[src/rtl/ipfd_pkg.sv]
package ipfd_pkg;

   localparam int unsigned TIME_W = 32;
   localparam int unsigned CODE_W = 16;
   localparam int unsigned CSR_W  = 16;
   localparam int unsigned COUNT_W = 5;

   localparam int unsigned FRAME_START_MAX_DEFAULT = 10000;

   // timer wrap guard
   localparam logic [TIME_W-1:0] WRAP_LIMIT  = 32'hFFFF_FF00;
   localparam logic [TIME_W-1:0] WRAP_ADJUST = 32'h0000_0100;

   localparam logic [COUNT_W-1:0] WORD_SPLIT_COUNT = 5'd9;
   localparam logic [COUNT_W-1:0] FRAME_END_COUNT  = 5'd18;

   typedef enum logic [2:0] {
      CSR_FRAME_START_MIN = 3'd0,
      CSR_WORD_START_MIN  = 3'd1,
      CSR_WORD_START_MAX  = 3'd2,
      CSR_TIMING_MIN      = 3'd3,
      CSR_TIMING_MAX      = 3'd4,
      CSR_BIT_MIN         = 3'd5,
      CSR_BIT_MAX         = 3'd6,
      CSR_ONE_MIN         = 3'd7
   } csr_index_type;

   localparam logic [CSR_W-1:0] FRAME_START_MIN_RST = 16'd6000;
   localparam logic [CSR_W-1:0] WORD_START_MIN_RST  = 16'd3000;
   localparam logic [CSR_W-1:0] WORD_START_MAX_RST  = 16'd5000;
   localparam logic [CSR_W-1:0] TIMING_MIN_RST      = 16'd300;
   localparam logic [CSR_W-1:0] TIMING_MAX_RST      = 16'd800;
   localparam logic [CSR_W-1:0] BIT_MIN_RST         = 16'd300;
   localparam logic [CSR_W-1:0] BIT_MAX_RST         = 16'd2000;
   localparam logic [CSR_W-1:0] ONE_MIN_RST         = 16'd1000;

   typedef struct packed {
      logic [CSR_W-1:0] frame_start_min;
      logic [CSR_W-1:0] word_start_min;
      logic [CSR_W-1:0] word_start_max;
      logic [CSR_W-1:0] timing_min;
      logic [CSR_W-1:0] timing_max;
      logic [CSR_W-1:0] bit_min;
      logic [CSR_W-1:0] bit_max;
      logic [CSR_W-1:0] one_min;
   } csr_type;

   typedef struct packed {
      logic              valid;
      logic [CODE_W-1:0] code;
   } result_type;

endpackage

[src/rtl/ipfd_csr.sv]
module ipfd_csr (
   input  logic                    clock,
   input  logic                    reset,
   input  logic                    csr_write_en,
   input  ipfd_pkg::csr_index_type csr_index,
   input  logic [15:0]             csr_wdata,
   output ipfd_pkg::csr_type       csr
);
   import ipfd_pkg::*;

   csr_type csr_ff;
   csr_type csr_in;

   always_comb begin
      csr_in = csr_ff;
      if (csr_write_en) begin
         unique case (csr_index)
            CSR_FRAME_START_MIN: csr_in.frame_start_min = csr_wdata;
            CSR_WORD_START_MIN:  csr_in.word_start_min  = csr_wdata;
            CSR_WORD_START_MAX:  csr_in.word_start_max  = csr_wdata;
            CSR_TIMING_MIN:      csr_in.timing_min      = csr_wdata;
            CSR_TIMING_MAX:      csr_in.timing_max      = csr_wdata;
            CSR_BIT_MIN:         csr_in.bit_min         = csr_wdata;
            CSR_BIT_MAX:         csr_in.bit_max         = csr_wdata;
            CSR_ONE_MIN:         csr_in.one_min         = csr_wdata;
            default:             csr_in = csr_ff;
         endcase
      end
   end

   always_ff @(posedge clock) begin
      if (reset) begin
         csr_ff.frame_start_min <= FRAME_START_MIN_RST;
         csr_ff.word_start_min  <= WORD_START_MIN_RST;
         csr_ff.word_start_max  <= WORD_START_MAX_RST;
         csr_ff.timing_min      <= TIMING_MIN_RST;
         csr_ff.timing_max      <= TIMING_MAX_RST;
         csr_ff.bit_min         <= BIT_MIN_RST;
         csr_ff.bit_max         <= BIT_MAX_RST;
         csr_ff.one_min         <= ONE_MIN_RST;
      end else begin
         csr_ff <= csr_in;
      end
   end

   assign csr = csr_ff;

endmodule

[src/rtl/ipfd_core.sv]
module ipfd_core #(
   parameter int unsigned FRAME_START_MAX = ipfd_pkg::FRAME_START_MAX_DEFAULT
) (
   input  logic                 clock,
   input  logic                 reset,
   input  logic                 fire,
   input  logic [31:0]          edge_time,
   input  logic                 line_level,
   input  ipfd_pkg::csr_type    csr,
   output ipfd_pkg::result_type result
);
   import ipfd_pkg::*;

   typedef enum logic [2:0] {
      PH_IDLE = 3'd0,
      PH_SOF  = 3'd1,
      PH_SOW  = 3'd2,
      PH_TIM  = 3'd3,
      PH_BIT  = 3'd4
   } phase_type;

   localparam logic [TIME_W-1:0] FrameMax = TIME_W'(FRAME_START_MAX);

   phase_type          phase_ff, phase_in;
   logic               prev_level_ff, prev_level_in;
   logic [TIME_W-1:0]  prev_time_ff, prev_time_in;
   logic [COUNT_W-1:0] count_ff, count_in;
   logic [CODE_W-1:0]  code_ff, code_in;

   logic [TIME_W-1:0]  width_raw;
   logic               wrap;
   logic [TIME_W-1:0]  width;
   logic [TIME_W-1:0]  now;
   logic [COUNT_W-1:0] count_inc;
   logic               level_change;

   assign level_change = line_level != prev_level_ff;
   assign width_raw    = edge_time - prev_time_ff;
   assign wrap         = width_raw >= WRAP_LIMIT;
   assign width        = wrap ? width_raw + WRAP_ADJUST : width_raw;
   assign now          = wrap ? edge_time + WRAP_ADJUST : edge_time;
   assign count_inc    = count_ff + 1'b1;

   always_comb begin
      phase_in      = phase_ff;
      prev_level_in = prev_level_ff;
      prev_time_in  = prev_time_ff;
      count_in      = count_ff;
      code_in       = code_ff;
      result.valid  = 1'b0;
      result.code   = code_ff;
      if (fire && level_change) begin
         prev_level_in = line_level;
         prev_time_in  = now;
         phase_in      = PH_IDLE;
         if (line_level) begin
            // rising edge closes a low pulse
            if (phase_ff == PH_SOF) begin
               if (width > 32'(csr.frame_start_min) && width < FrameMax) begin
                  phase_in = PH_SOW;
                  code_in  = '0;
                  count_in = '0;
               end
            end else if (phase_ff == PH_TIM) begin
               if (width > 32'(csr.timing_min) && width < 32'(csr.timing_max)) begin
                  count_in = count_inc;
                  if (count_inc == WORD_SPLIT_COUNT) begin
                     phase_in = PH_SOW;
                  end else if (count_inc < FRAME_END_COUNT) begin
                     phase_in = PH_BIT;
                  end else if (count_inc == FRAME_END_COUNT) begin
                     result.valid = 1'b1;
                  end
               end
            end
         end else begin
            // falling edge closes a high pulse
            if (phase_ff == PH_IDLE) begin
               phase_in = PH_SOF;
            end else if (phase_ff == PH_SOW) begin
               if (width > 32'(csr.word_start_min) && width < 32'(csr.word_start_max)) begin
                  phase_in = PH_TIM;
               end
            end else if (phase_ff == PH_BIT) begin
               if (width >= 32'(csr.bit_min) && width < 32'(csr.bit_max)) begin
                  code_in  = {code_ff[CODE_W-2:0], width > 32'(csr.one_min)};
                  phase_in = PH_TIM;
               end
            end
         end
      end
   end

   always_ff @(posedge clock) begin
      if (reset) begin
         phase_ff      <= PH_IDLE;
         prev_level_ff <= 1'b1;
         prev_time_ff  <= '0;
         count_ff      <= '0;
         code_ff       <= '0;
      end else begin
         phase_ff      <= phase_in;
         prev_level_ff <= prev_level_in;
         prev_time_ff  <= prev_time_in;
         count_ff      <= count_in;
         code_ff       <= code_in;
      end
   end

endmodule

[src/rtl/ipfd_out_stage.sv]
module ipfd_out_stage (
   input  logic                 clock,
   input  logic                 reset,
   input  logic                 fire,
   input  ipfd_pkg::result_type result,
   output logic                 rsp_valid,
   input  logic                 rsp_stall,
   output logic [15:0]          rsp_frame_code
);
   import ipfd_pkg::*;

   logic              valid_ff, valid_in;
   logic [CODE_W-1:0] code_ff, code_in;

   always_comb begin
      valid_in = valid_ff;
      code_in  = code_ff;
      if (valid_ff && !rsp_stall) begin
         valid_in = 1'b0;
      end
      // core only fires when this register is free or draining
      if (fire && result.valid) begin
         valid_in = 1'b1;
         code_in  = result.code;
      end
   end

   always_ff @(posedge clock) begin
      if (reset) begin
         valid_ff <= 1'b0;
      end else begin
         valid_ff <= valid_in;
      end
      code_ff <= code_in;
   end

   assign rsp_valid      = valid_ff;
   assign rsp_frame_code = code_ff;

endmodule

[src/rtl/ir_pulse_frame_decoder.sv]
// Infrared pulse-distance frame decoder. One word per line edge (timestamp
// and new pin level); a full frame of 16 data bits comes out as one 16-bit
// code. An edge is taken every clock cycle unless the result side stalls:
// the pulse width subtraction, the window compares and the phase update are
// combinational between the input register and the result register, so the
// sustained rate is one edge per cycle without stalls, and a code reaches
// rsp_ from the result register. While a finished code waits on a stalled
// result side the input register can still take one edge; req_stall rises
// only once both hold a word. Thresholds are written through the csr_ port
// while no frame is in flight; FRAME_START_MAX bounds the start-of-frame pulse.
module ir_pulse_frame_decoder #(
   parameter int unsigned FRAME_START_MAX = ipfd_pkg::FRAME_START_MAX_DEFAULT
) (
   input  logic                    clock,
   input  logic                    reset,
   input  logic                    req_valid,
   output logic                    req_stall,
   input  logic [31:0]             req_edge_time,
   input  logic                    req_line_level,
   output logic                    rsp_valid,
   input  logic                    rsp_stall,
   output logic [15:0]             rsp_frame_code,
   input  logic                    csr_write_en,
   input  ipfd_pkg::csr_index_type csr_index,
   input  logic [15:0]             csr_wdata
);
   import ipfd_pkg::*;

   logic              in_valid_ff, in_valid_in;
   logic [TIME_W-1:0] in_time_ff, in_time_in;
   logic              in_level_ff, in_level_in;
   logic              fire;
   logic              accept;
   csr_type           csr;
   result_type        result;

   assign fire      = in_valid_ff && (!rsp_valid || !rsp_stall);
   assign req_stall = in_valid_ff && !fire;
   assign accept    = req_valid && !req_stall;

   always_comb begin
      in_valid_in = in_valid_ff;
      in_time_in  = in_time_ff;
      in_level_in = in_level_ff;
      if (fire) begin
         in_valid_in = 1'b0;
      end
      if (accept) begin
         in_valid_in = 1'b1;
         in_time_in  = req_edge_time;
         in_level_in = req_line_level;
      end
   end

   always_ff @(posedge clock) begin
      if (reset) begin
         in_valid_ff <= 1'b0;
      end else begin
         in_valid_ff <= in_valid_in;
      end
      in_time_ff  <= in_time_in;
      in_level_ff <= in_level_in;
   end

   ipfd_csr u_csr (
      .clock        (clock),
      .reset        (reset),
      .csr_write_en (csr_write_en),
      .csr_index    (csr_index),
      .csr_wdata    (csr_wdata),
      .csr          (csr)
   );

   ipfd_core #(
      .FRAME_START_MAX (FRAME_START_MAX)
   ) u_core (
      .clock      (clock),
      .reset      (reset),
      .fire       (fire),
      .edge_time  (in_time_ff),
      .line_level (in_level_ff),
      .csr        (csr),
      .result     (result)
   );

   ipfd_out_stage u_out (
      .clock          (clock),
      .reset          (reset),
      .fire           (fire),
      .result         (result),
      .rsp_valid      (rsp_valid),
      .rsp_stall      (rsp_stall),
      .rsp_frame_code (rsp_frame_code)
   );

endmodule

[config.mk]
export PLATFORM = sky130hd
export DESIGN_NAME = ir_pulse_frame_decoder
export DESIGN_NICKNAME = d
export VERILOG_FILES = /design/src/rtl/ipfd_pkg.sv /design/src/rtl/ipfd_csr.sv /design/src/rtl/ipfd_core.sv /design/src/rtl/ipfd_out_stage.sv /design/src/rtl/ir_pulse_frame_decoder.sv
export SDC_FILE = /design/constraint.sdc
export NUM_CORES = 1
export LEC_CHECK = 0
export BUFFER_PORTS_ARGS = -buffer_cell sky130_fd_sc_hd__buf_2
export CAP_MARGIN = 20
export CORE_MARGIN = 2
export CORE_UTILIZATION = 35
export CTS_CLUSTER_SIZE = 28
export DETAILED_ROUTE_END_ITERATION = 16
export GPL_ROUTABILITY_DRIVEN = 0
export SYNTH_ARGS = -nofsm -noshare
export SYNTH_HDL_FRONTEND = slang
export SYNTH_HIERARCHICAL = 1
export SYNTH_SLANG_ARGS = --single-unit
[constraint.sdc]
create_clock -name clock -period 6.55 [get_ports clock]
set_input_delay 0.9825 -clock clock [delete_from_list [all_inputs] [get_ports clock]]
set_output_delay 0.9825 -clock clock [all_outputs]
set_load 0.05 [all_outputs]
==> impl_metrics.json <==
{
  "synth-seq-area-share_pct": 34.8,
  "synth_edf_count": 49,
  "setup_viol": 0,
  "place_hpwl_um": 28200,
  "drt_first_iter_violations": 719,
  "grt_pass1_vias": 11800,
  "nets": 1954,
  "synthDistinctLibCells": 89,
  "path_class": "flop to flop",
  "drt_wl_total_um": 39200,
  "dp_cells": 2235,
  "cts_made_buffers": 28,
  "final_cell_mix": "187 x dfxtp_1, 165 x inv_1, 160 x ha_1",
  "viasPerCell": 5.33,
  "syn2layout_area_growth_pct": 14.0,
  "drc_errors": 0,
  "start_kind": "flop",
  "dr_wl_met2_um": 17400,
  "setup_ws_ns": 0.201,
  "maxCapViolations": 0,
  "finalHoldWorstSlack_ns": 0.432,
  "grt_max_degree": 84,
  "grt.overflow.total": 0,
  "layout-drive-gt1-share_pct": 11.8,
  "syn_avg_cell_area_um2": 8.98,
  "cts_root_buffer": "clkbuf_16",
  "wl_per_cell_um": 17.1,
  "antennaDiodeCount": 0,
  "p_per_area_nw_per_um2": 252,
  "endpoint_kind": "flop",
  "cp-startpoint": "in_time_ff[0]",
  "ir_drop_mv": 0.172,
  "outcome": "finished, final reports clean",
  "cts_tree": "done",
  "layout.cells.non_filler": 2294,
  "post-route-period-util_pct": 96.9,
  "regToRegSetupSlack_ns": 0.20,
  "h-tree-depth": 1,
  "r2r_end": "u_core/count_ff[2]",
  "r2r-start": "in_time_ff[0]",
  "reg2reg_depth": 26,
  "yosys_warnings": 6,
  "fmax_ghz": 0.158,
  "ys_ff_latch": 236,
  "slew_viol_final": 0,
  "ys_async_sr_fraction_pct": 0,
  "start_util_pct": 35.6,
  "final_common_cell": "dfxtp_1",
  "whs_endpoint": "u_out/rsp_frame_code[8]",
  "die_w_um": 211,
  "synthCells": 1670,
  "fp-row-count": 75,
  "finalCriticalPeriod_ns": 6.35,
  "clock-sinks": 236,
  "antenna_found_initial": 0,
  "dr.pass1.iters": 5,
  "fill_cells": 4161,
  "cp_max_fo": 5,
  "cts_hold_buf": 0,
  "io_buffers": 74,
  "track_usage_pct": 17.1,
  "min_from": "u_core/code_ff[8]",
  "top_layer": "met4",
  "final_antenna_net_count": 0,
  "ios": 75,
  "crit_arrival_ns": 6.79,
  "synthFlopType": "dfxtp_1",
  "synthesis.area_um2": 15000,
  "wl_met1_um": 19100,
  "dr_wl_met3_um": 1660,
  "critical_path_required_ns": 6.99,
  "clkTransAtPathRegs_ns": 0.06,
  "dp_slack_ns": -0.0339,
  "clk_path_buf_depth": 3,
  "grt_pass1_wl_um": 62200,
  "tightest_slew_ns": 1.12,
  "holdPathStages": 0,
  "skew_ns": 0.0130,
  "min_path_type": "flop to flop",
  "hold_violations": 0,
  "die_y_um": 211,
  "p_leak_uw": 0.00743,
  "core_area_um2": 42100,
  "max_slew_margin_pct": 25.2,
  "die-area_um2": 44500,
  "synth_nets": 1890,
  "insertion_delay_ns": 0.56,
  "vias": 12200
}
## per-layer routing
layer | vias to the layer above | global-route usage [%]
met1 | 5827 | 23.9
met4 | 0 | 4.74
li1 | 6083 | -
met5 | - | 0
met3 | 68 | 2.69
met2 | 258 | 27.4
## repair_timing
action	CTS	global route
gates resized for setup	3	32
pin swaps	0	6
setup buffers	0	6
gates cloned	0	2
setup endpoints to repair	33	41
## power breakdown
group | leakage, uW | switching, uW | internal, uW
Sequential | 0.00202 | 35.1 | 1530
Combinational | 0.00495 | 703 | 467
Clock | 0.000463 | 627 | 945
## final cells by class
class	instances	area [um2]	share of cell area [%]
clock buffers	42	866	5.07
clock inverters	9	70.1	0.410
inverters	166	623	3.65
multi-input cells	1190	8980	52.6
flip-flops and latches	236	5220	30.5
well taps	539	674	3.95
repair buffers	112	658	3.85
## sequential cells by signal (all words and copies together) (netlist names), 3 cells and up
| register | flops |
|---|---|
| in_time_ff | 32 |
| u_core/code_ff | 16 |
| u_core/count_ff | 5 |
| u_core/phase_ff | 3 |
| u_core/prev_time_ff | 32 |
| u_csr/csr | 128 |
| u_out/rsp_frame_code | 16 |
## through the flow
stage                     util (%)  area (um2)  TNS (ns)  power [uW]
after floorplan                  -       15000         0        2370
after global placement        37.8       15900         0        2680
after detailed placement      37.8       15900    -0.561        2700
after CTS                     40.1       16900         0        4300
after global routing          40.6       17100    -0.303        4550
final                         40.6       17100         0        4310
## kinds of logic (layout without fill, tap and decap cells)
logic type               Yosys count  in the layout  share of synthesized area, %
multiplexers                     132            132                          8.82
AO/OA/AOI/OAI                    326            327                          14.8
flip-flops                       236            236                          34.8
XOR/XNOR                          27             27                          1.58
AND/OR/NAND/NOR                  540            541                          19.7
buffers and inverters            246            329                          6.67
adder cells (fa/ha/maj)          163            163                          13.7
## synth_stat cells, types with 8 or more instances
library cell  instances  area share [%]
a211oi_1             13            0.65
a21o_1               35             1.8
a21oi_1              79             2.6
a31oi_1              10            0.42
and2_1               10            0.42
and3_1               12            0.50
buf_2                27            0.90
clkbuf_1             44             1.1
dfxtp_1             187              25
edfxtp_1             49             9.8
ha_1                162              14
inv_1               165             4.1
mux2i_1             131             8.7
nand2_1             104             2.6
nand2b_1            120             5.0
nand3_1              30             1.0
nand4_1              38             1.6
nor2_1              105             2.6
nor2b_1              20            0.83
nor3_1               27            0.90
nor4_1               10            0.42
o2111ai_1             9            0.53
o211ai_1              9            0.45
o21a_1               20             1.0
o21ai_0              53             1.8
o22ai_1              19            0.79
o311ai_0              8            0.47
or3_1                11            0.46
xnor2_1              15            0.88
xor2_1               12            0.70
## worst max-delay path, stage by stage (launching register included)
cell       delay, ns
edfxtp_1        0.36
inv_1           0.07
ha_1            0.22
fa_2            0.36
and2b_2         0.26
o2111ai_4       0.18
a21oi_4         0.21
a21oi_1         0.13
o31a_1          0.29
xor2_1          0.18
or3_1           0.42
or4b_4          0.51
nor3_4          0.29
buf_4           0.16
xor2_1          0.33
ha_1            0.22
a21o_1          0.14
a21oi_1         0.08
nor2b_1         0.14
o21ai_0         0.11
nand2b_1        0.08
a21oi_1         0.08
a221oi_2        0.31
or4b_1          0.49
nand2_1         0.15
nand2_1         0.09
a311o_1         0.34
## how the worst max path moves through the flow
stage | endpoint | slack (ns) | cells after the start
2_1_floorplan | u_core/count_ff[2] | 0.44 | 23
3_3_place_gp | u_core/code_ff[15] | 0.21 | 26
5_1_grt | u_core/code_ff[5] | -0.04 | 27
4_1_cts | u_core/count_ff[2] | 0.02 | 22
3_5_place_dp | u_out/rsp_frame_code[7] | -0.03 | 22
6_report | u_core/count_ff[2] | 0.20 | 26
Note: power is estimated with default switching activity, not from simulation.
